**config.mk**
```make
export PLATFORM = sky130hd
export DESIGN_NAME = pixel_channel_view_adjust_core
export DESIGN_NICKNAME = d
export VERILOG_FILES = /design/src/design/pcva_pkg.sv /design/src/design/pcva_chan_blend.sv /design/src/design/pixel_channel_view_adjust_core.sv
export SDC_FILE = /design/constraint.sdc
export NUM_CORES = 1
export LEC_CHECK = 0
export BUFFER_PORTS_ARGS = -buffer_cell sky130_fd_sc_hd__buf_2
export CORE_UTILIZATION = 23
export DETAILED_ROUTE_END_ITERATION = 8
export HOLD_SLACK_MARGIN = 0.15
export SLEW_MARGIN = 20
export SYNTH_ARGS = -nofsm -noshare
export SYNTH_HDL_FRONTEND = slang
export SYNTH_SLANG_ARGS = --single-unit
```
**constraint.sdc**
```tcl
create_clock -name clk_i -period 17.2 [get_ports clk_i]
set_input_delay 3.44 -clock clk_i [delete_from_list [all_inputs] [get_ports clk_i]]
set_output_delay 3.44 -clock clk_i [all_outputs]
set_load 0.05 [all_outputs]
```
**src/design/pcva_pkg.sv**
```systemverilog
// Types, register indexes and mode decoding for the pixel channel view adjust block.
// No dependencies; used by pixel_channel_view_adjust_core and the testbench checker.
package pcva_pkg;

  typedef struct packed {
    logic [7:0] in_red;
    logic [7:0] in_green;
    logic [7:0] in_blue;
    logic [7:0] in_alpha;
  } pcva_in_t;

  typedef struct packed {
    logic [7:0] out_red;
    logic [7:0] out_green;
    logic [7:0] out_blue;
    logic [7:0] out_alpha;
  } pcva_out_t;

  // Configuration register indexes
  localparam logic [2:0] CFG_MODE     = 3'd0;
  localparam logic [2:0] CFG_BG_RED   = 3'd1;
  localparam logic [2:0] CFG_BG_GREEN = 3'd2;
  localparam logic [2:0] CFG_BG_BLUE  = 3'd3;

  localparam logic [4:0] NUM_MODES = 5'd18;

  typedef enum logic [1:0] {
    GRP_PLAIN,
    GRP_INV,
    GRP_RECIP
  } pcva_grp_e;

  typedef enum logic [2:0] {
    BASE_RGBA,
    BASE_RGB,
    BASE_R,
    BASE_G,
    BASE_B,
    BASE_A
  } pcva_base_e;

  typedef struct packed {
    logic       mode_ok;
    pcva_grp_e  grp;
    pcva_base_e base;
  } pcva_ctl_t;

  function automatic pcva_ctl_t decode_mode(input logic [4:0] mode);
    pcva_ctl_t  ctl;
    logic [4:0] rem;
    ctl.mode_ok = (mode < NUM_MODES);
    priority if (mode >= 5'd12) begin
      ctl.grp = GRP_RECIP;
      rem     = mode - 5'd12;
    end else if (mode >= 5'd6) begin
      ctl.grp = GRP_INV;
      rem     = mode - 5'd6;
    end else begin
      ctl.grp = GRP_PLAIN;
      rem     = mode;
    end
    ctl.base = pcva_base_e'(rem[2:0]);
    return ctl;
  endfunction

  function automatic logic [7:0] inv8(input logic [7:0] v);
    return 8'd255 - v;
  endfunction

  // floor(255 / v), with zero mapped to 255
  function automatic logic [7:0] recip8(input logic [7:0] v);
    logic [7:0] q;
    priority if (v >= 8'd128) q = 8'd1;
    else if (v >= 8'd86) q = 8'd2;
    else if (v >= 8'd64) q = 8'd3;
    else if (v >= 8'd52) q = 8'd4;
    else if (v >= 8'd43) q = 8'd5;
    else if (v >= 8'd37) q = 8'd6;
    else if (v >= 8'd32) q = 8'd7;
    else begin
      unique case (v[4:0])
        5'd0:  q = 8'd255;
        5'd1:  q = 8'd255;
        5'd2:  q = 8'd127;
        5'd3:  q = 8'd85;
        5'd4:  q = 8'd63;
        5'd5:  q = 8'd51;
        5'd6:  q = 8'd42;
        5'd7:  q = 8'd36;
        5'd8:  q = 8'd31;
        5'd9:  q = 8'd28;
        5'd10: q = 8'd25;
        5'd11: q = 8'd23;
        5'd12: q = 8'd21;
        5'd13: q = 8'd19;
        5'd14: q = 8'd18;
        5'd15: q = 8'd17;
        5'd16: q = 8'd15;
        5'd17: q = 8'd15;
        5'd18: q = 8'd14;
        5'd19: q = 8'd13;
        5'd20: q = 8'd12;
        5'd21: q = 8'd12;
        5'd22: q = 8'd11;
        5'd23: q = 8'd11;
        5'd24: q = 8'd10;
        5'd25: q = 8'd10;
        5'd26: q = 8'd9;
        5'd27: q = 8'd9;
        5'd28: q = 8'd9;
        5'd29: q = 8'd8;
        5'd30: q = 8'd8;
        5'd31: q = 8'd8;
        default: q = 8'd255;
      endcase
    end
    return q;
  endfunction

endpackage

```
**src/design/pcva_chan_blend.sv**
```systemverilog
// One colour channel of the alpha blend: registered c*a + bg*(255-a), then floor divide by 255.
// Depends on nothing but plain logic; instantiated three times by the core.
module pcva_chan_blend (
  input  logic       clk_i,
  input  logic [7:0] chan_i,
  input  logic [7:0] alpha_i,
  input  logic [7:0] bg_i,
  output logic [7:0] blend_o
);

  logic [16:0] sum_full;
  logic [15:0] sum_d;
  logic [15:0] sum_q;
  logic [15:0] div_tmp;

  // Weights add up to 255, so the sum never exceeds 255*255 and fits 16 bits
  assign sum_full = 17'(chan_i * alpha_i) + 17'(bg_i * (8'd255 - alpha_i));
  assign sum_d    = sum_full[15:0];

  always_ff @(posedge clk_i) begin
    sum_q <= sum_d;
  end

  // Exact floor(x / 255) for x up to 255*255, the largest sum; larger x would overflow div_tmp
  assign div_tmp = sum_q + {8'd0, sum_q[15:8]} + 16'd1;
  assign blend_o = div_tmp[15:8];

endmodule

```
**src/design/pixel_channel_view_adjust_core.sv**
```systemverilog
// Top level of the pixel channel view adjust block: pre-step, blend and channel select.
// Depends on pcva_pkg and pcva_chan_blend.
//
// One pixel request is taken per clock, every clock: busy stays low and the result
// appears on pix_o with out_valid_o high once start has passed the register stages,
// for one cycle only, since the receiver cannot stall. The three register stages are
// the one-minus / reciprocal table, the per-channel blend multipliers, and the divide
// by 255 with the final channel select. Configuration writes are always accepted
// (cfg_ready_o high) and must only be issued while no pixel is in flight.
module pixel_channel_view_adjust_core (
  input  logic               clk_i,
  input  logic               rst_ni,
  input  logic               start,
  output logic               busy,
  input  pcva_pkg::pcva_in_t pix_i,
  output logic               out_valid_o,
  output pcva_pkg::pcva_out_t pix_o,
  input  logic               cfg_valid_i,
  output logic               cfg_ready_o,
  input  logic [2:0]         cfg_index_i,
  input  logic [7:0]         cfg_data_i
);

  logic [4:0] mode_q;
  logic [7:0] bg_red_q;
  logic [7:0] bg_green_q;
  logic [7:0] bg_blue_q;

  logic                valid_s1_q;
  logic                valid_s2_q;
  logic                out_valid_q;
  pcva_pkg::pcva_in_t  pre_d;
  pcva_pkg::pcva_in_t  pix_s1_q;
  pcva_pkg::pcva_in_t  pix_s2_q;
  pcva_pkg::pcva_ctl_t ctl_d;
  pcva_pkg::pcva_ctl_t ctl_s1_q;
  pcva_pkg::pcva_ctl_t ctl_s2_q;
  pcva_pkg::pcva_out_t res_d;
  pcva_pkg::pcva_out_t res_q;
  logic [7:0]          blend_red;
  logic [7:0]          blend_green;
  logic [7:0]          blend_blue;

  assign busy        = 1'b0;
  assign cfg_ready_o = 1'b1;

  always_ff @(posedge clk_i or negedge rst_ni) begin
    if (!rst_ni) begin
      mode_q     <= 5'd0;
      bg_red_q   <= 8'd0;
      bg_green_q <= 8'd0;
      bg_blue_q  <= 8'd0;
    end else if (cfg_valid_i) begin
      // Drop writes to indexes beyond the register list
      unique case (cfg_index_i)
        pcva_pkg::CFG_MODE:     mode_q     <= cfg_data_i[4:0];
        pcva_pkg::CFG_BG_RED:   bg_red_q   <= cfg_data_i;
        pcva_pkg::CFG_BG_GREEN: bg_green_q <= cfg_data_i;
        pcva_pkg::CFG_BG_BLUE:  bg_blue_q  <= cfg_data_i;
        default: ;
      endcase
    end
  end

  // Stage 1: decode the mode and apply the one-minus or reciprocal pre-step
  always_comb begin
    ctl_d = pcva_pkg::decode_mode(mode_q);
    pre_d = pix_i;
    if (ctl_d.mode_ok) begin
      unique case (ctl_d.grp)
        pcva_pkg::GRP_INV: begin
          unique case (ctl_d.base)
            pcva_pkg::BASE_RGBA, pcva_pkg::BASE_RGB: begin
              pre_d.in_red   = pcva_pkg::inv8(pix_i.in_red);
              pre_d.in_green = pcva_pkg::inv8(pix_i.in_green);
              pre_d.in_blue  = pcva_pkg::inv8(pix_i.in_blue);
              pre_d.in_alpha = pcva_pkg::inv8(pix_i.in_alpha);
            end
            pcva_pkg::BASE_R: pre_d.in_red   = pcva_pkg::inv8(pix_i.in_red);
            pcva_pkg::BASE_G: pre_d.in_green = pcva_pkg::inv8(pix_i.in_green);
            pcva_pkg::BASE_B: pre_d.in_blue  = pcva_pkg::inv8(pix_i.in_blue);
            default:          pre_d.in_alpha = pcva_pkg::inv8(pix_i.in_alpha);
          endcase
        end
        pcva_pkg::GRP_RECIP: begin
          unique case (ctl_d.base)
            pcva_pkg::BASE_RGBA: begin
              pre_d.in_red   = pcva_pkg::recip8(pix_i.in_red);
              pre_d.in_green = pcva_pkg::recip8(pix_i.in_green);
              pre_d.in_blue  = pcva_pkg::recip8(pix_i.in_blue);
              pre_d.in_alpha = pcva_pkg::recip8(pix_i.in_alpha);
            end
            pcva_pkg::BASE_RGB: begin
              pre_d.in_red   = pcva_pkg::recip8(pix_i.in_red);
              pre_d.in_green = pcva_pkg::recip8(pix_i.in_green);
              pre_d.in_blue  = pcva_pkg::recip8(pix_i.in_blue);
            end
            pcva_pkg::BASE_R: pre_d.in_red   = pcva_pkg::recip8(pix_i.in_red);
            pcva_pkg::BASE_G: pre_d.in_green = pcva_pkg::recip8(pix_i.in_green);
            pcva_pkg::BASE_B: pre_d.in_blue  = pcva_pkg::recip8(pix_i.in_blue);
            default:          pre_d.in_alpha = pcva_pkg::recip8(pix_i.in_alpha);
          endcase
        end
        default: ;
      endcase
    end
  end

  always_ff @(posedge clk_i or negedge rst_ni) begin
    if (!rst_ni) begin
      valid_s1_q  <= 1'b0;
      valid_s2_q  <= 1'b0;
      out_valid_q <= 1'b0;
    end else begin
      valid_s1_q  <= start;
      valid_s2_q  <= valid_s1_q;
      out_valid_q <= valid_s2_q;
    end
  end

  always_ff @(posedge clk_i) begin
    pix_s1_q <= pre_d;
    ctl_s1_q <= ctl_d;
    pix_s2_q <= pix_s1_q;
    ctl_s2_q <= ctl_s1_q;
    res_q    <= res_d;
  end

  // Stage 2: blend products, registered inside each channel unit
  pcva_chan_blend u_blend_red (
    .clk_i   (clk_i),
    .chan_i  (pix_s1_q.in_red),
    .alpha_i (pix_s1_q.in_alpha),
    .bg_i    (bg_red_q),
    .blend_o (blend_red)
  );

  pcva_chan_blend u_blend_green (
    .clk_i   (clk_i),
    .chan_i  (pix_s1_q.in_green),
    .alpha_i (pix_s1_q.in_alpha),
    .bg_i    (bg_green_q),
    .blend_o (blend_green)
  );

  pcva_chan_blend u_blend_blue (
    .clk_i   (clk_i),
    .chan_i  (pix_s1_q.in_blue),
    .alpha_i (pix_s1_q.in_alpha),
    .bg_i    (bg_blue_q),
    .blend_o (blend_blue)
  );

  // Stage 3: divide by 255 and pick the view; an unknown mode passes the pixel through
  always_comb begin
    res_d.out_red   = pix_s2_q.in_red;
    res_d.out_green = pix_s2_q.in_green;
    res_d.out_blue  = pix_s2_q.in_blue;
    res_d.out_alpha = pix_s2_q.in_alpha;
    if (ctl_s2_q.mode_ok) begin
      res_d.out_alpha = 8'd255;
      unique case (ctl_s2_q.base)
        pcva_pkg::BASE_RGBA: begin
          res_d.out_red   = blend_red;
          res_d.out_green = blend_green;
          res_d.out_blue  = blend_blue;
        end
        pcva_pkg::BASE_RGB: ;
        pcva_pkg::BASE_R: begin
          res_d.out_green = pix_s2_q.in_red;
          res_d.out_blue  = pix_s2_q.in_red;
        end
        pcva_pkg::BASE_G: begin
          res_d.out_red   = pix_s2_q.in_green;
          res_d.out_blue  = pix_s2_q.in_green;
        end
        pcva_pkg::BASE_B: begin
          res_d.out_red   = pix_s2_q.in_blue;
          res_d.out_green = pix_s2_q.in_blue;
        end
        default: begin
          res_d.out_red   = pix_s2_q.in_alpha;
          res_d.out_green = pix_s2_q.in_alpha;
          res_d.out_blue  = pix_s2_q.in_alpha;
        end
      endcase
    end
  end

  assign out_valid_o = out_valid_q;
  assign pix_o       = res_q;

endmodule

```
==> flow_summary.toml <==
[sta]
report.final.slew_viol_count = 0
fin_crit_sh_pct = 36.1
setup_viol = 0
rsz0062_at_grt = "false"
finalCriticalPeriod_ns = 6.22
worst_pin_slew_ns = 1.07
clock_skew_ns = 0.0154
setup_ws_ns = 10.98
slew-limit-headroom_pct = 28.9
max_freq_ghz = 0.161
fin_hold_ws_ns = 0.349
setup_tns_ns = 0
hold_viol_final = 0

[clocking]
post_cts_resized = 0
worstSkewPairLatency_ns = 0.48
post_cts_buffers = 0
cts-root-buf = "clkbuf_16"
path_clk_slew_ns = 0.08
cts_buffers = 17
cts_buffer_depth = 2
htree_levels = 4
tritoncts = "yes"
clock-sinks = 184
cts_hold_buffers = 0

[route]
drc_errors = 0
wire_per_inst_um = 14.9
ant_nets = 0
firstDrtPassIters = 5
vias = 16417
drt_iter0_drc = 1237
via_per_inst = 4.42
finalWirelength_um = 55400

[placement]
port_buffers = 79
place_congestion = 0.876
dp_hpwl_um = 42800
dp_slack_ns = 10.97

[yosys]
synth-compound-area-share_pct = 10.8
synth_warnings = 0
synthMuxAreaShare_pct = 2.81
syn_area_um2 = 21900
ys_seq_area_share_pct = 17.5
syn_inst = 2434
yosys.cell_types.count = 92
synth_seq_cells = 184
async_reset_ff_share_pct = 17.4
synthXorXnorAreaFrac_pct = 2.84
avgSynthCellArea_um2 = 9.01
synth_top_flop_cell = "dfxtp_1"
synth_top_family_by_area = "adder cells"
synth_fa_ha_area_share_pct = 39.6
synthSimpleGateAreaFrac_pct = 16.8
synth_edf_count = 0

[critical_path]
critPathLaunchType = "flop"
cp_max_fo = 49
cp.arrival_ns = 6.57
timing_worst_setup_path_type = "flop to flop"
r2r_setup_slack_ns = 10.98
critPathCaptureType = "flop"
rr_endpoint = "u_blend_blue.sum_q[15]"
required_ns = 17.56
cp-startpoint = "pix_s1_q[2]"
rr_startpoint = "pix_s1_q[2]"
ff2ff_path_depth = 16

[run]
maxCapViolCount = 0

[layout]
layout.nets = 3018
n_antenna_cell = 0
fillCellCount = 10205
drive_gt1_share_pct = 7.96
area_growth_syn_to_layout_pct = 10.6
final_util_pct = 25.8

[grt]
grt_pass1_wl_um = 89900
grt_pass1_vias = 16126
grt_util_all_layers_pct = 11.7
grt_antenna_before_repair = 2
grt_start_max_net_pins = 50
gr-total-overflow = 0

[floorplanning]
die_w_um = 311
fp-row-count = 112
io_pins = 82
dieArea_um2 = 96600
die_h_um = 311
core_area_um2 = 93900
start_util_pct = 23.4

[worst_hold_path]
min_from = "ctl_s1_q[5]"
worstHoldEndpoint = "ctl_s2_q[5]"
hold_path.class = "flop to flop"
hold_path_depth = 0

[status]
outcome = "completed"
-- through the flow --
step / cells / cell area (µm²)
CTS: 3716 / 24300
floorplan: 2437 / 21900
global placement: 3684 / 23600
global route: 3716 / 24300
detailed placement: 3684 / 23600
finish: 3716 / 24300
-- final cells by class --
| class | count | area (µm²) | share of cell area (%) |
|---|---|---|---|
| clock buffers | 17 | 425 | 1.75 |
| clock inverters | 15 | 196 | 0.810 |
| inverters | 455 | 1710 | 7.04 |
| multi-input cells | 1700 | 16000 | 66.1 |
| flip-flops and latches | 184 | 3850 | 15.9 |
| well taps | 1254 | 1570 | 6.47 |
| repair buffers | 91 | 485 | 2.00 |
-- cells by family (layout without fill, tap and decap cells) --
kind of cell / Yosys count / in the layout
muxes: 56 / 56
and+or+nand+nor: 696 / 696
AOI/OAI and AO/OA: 350 / 350
other: 2 / 5
buffers and inverters: 553 / 578
DFF: 184 / 184
adders and majority gates: 522 / 522
xor gates and xnor gates: 71 / 71
-- cell usage after synthesis (all sizes together) (17+ instances only) --
cell / n / share of area [%]
inv: 452 / 7.7
fa: 288 / 26
ha: 234 / 13
nand2: 171 / 2.9
dfxtp: 152 / 14
nor2b: 151 / 4.3
and2: 114 / 3.3
nor2: 87 / 1.5
a21oi: 84 / 1.9
o21ai: 84 / 2.0
clkbuf: 83 / 1.4
nand2b: 60 / 1.7
xnor2: 55 / 2.2
mux2: 41 / 2.1
dfrtp: 32 / 3.7
nand3: 27 / 0.62
nor3: 27 / 0.62
a31oi: 23 / 0.72
a21o: 17 / 0.58
-- worst max-delay path: stages, from the launching register on --
cell and delay [ns]:
dfxtp_2 1.03, nor2b_1 0.15, fa_1 0.53, fa_1 0.52, fa_1 0.52, fa_1 0.53, fa_1 0.54, inv_1 0.05
fa_1 0.52, inv_1 0.04, ha_1 0.35, a2111o_1 0.43, o21ai_0 0.25, a31oi_1 0.17, a21o_1 0.21, a21oi_1 0.17
xnor2_1 0.07
-- how the worst max path moves through the flow --
stage | end | slack, ns
2_1_floorplan | u_blend_blue.sum_q[15] | 11.52
3_3_place_gp | u_blend_blue.sum_q[15] | 10.99
3_5_place_dp | u_blend_blue.sum_q[15] | 10.97
4_1_cts | u_blend_blue.sum_q[15] | 10.95
5_1_grt | u_blend_blue.sum_q[15] | 10.69
6_report | u_blend_blue.sum_q[15] | 10.98
-- per-layer routing --
metal  routed length [µm]  share of wire (%)  GRT usage, %
met1                28200                 51          17.6
met2                22800                 41          16.8
met3                 3750                6.8          2.76
met4                  667                1.2          2.24
met5                    0                  0             0
-- sequential cells by signal, summed over array words and instances (netlist names) --
register,cells
pix_s2_q,32
pix_o,32
out_valid_o,1
bg_green_q,8
ctl_s2_q,4
bg_red_q,8
u_blend_blue.sum_q,16
u_blend_green.sum_q,16
mode_q,5
valid_s1_q,1
bg_blue_q,8
pix_s1_q,32
u_blend_red.sum_q,16
valid_s2_q,1
ctl_s1_q,4
-- cell usage in the layout, fill, tap and decap left out, types with 12 or more instances in the layout --
master       n
nor2_1      86
nor2b_1    150
dfrtp_1     32
dfxtp_1    146
mux2_2      39
clkbuf_16   17
and2_1     114
xnor2_1     55
nor3_1      27
fa_1       288
xor2_1      16
nand3_1     27
a21oi_1     84
buf_4       12
o21ai_0     80
a211oi_1    12
inv_1      451
mux2i_1     15
a21o_1      17
buf_2       79
a31oi_1     22
ha_1       234
a221oi_1    15
nand2_1    170
nand2b_1    60
Power is left out: the tool's default activity adds up to more than one toggle a clock period on the data nets, which glitch-free logic cannot reach.
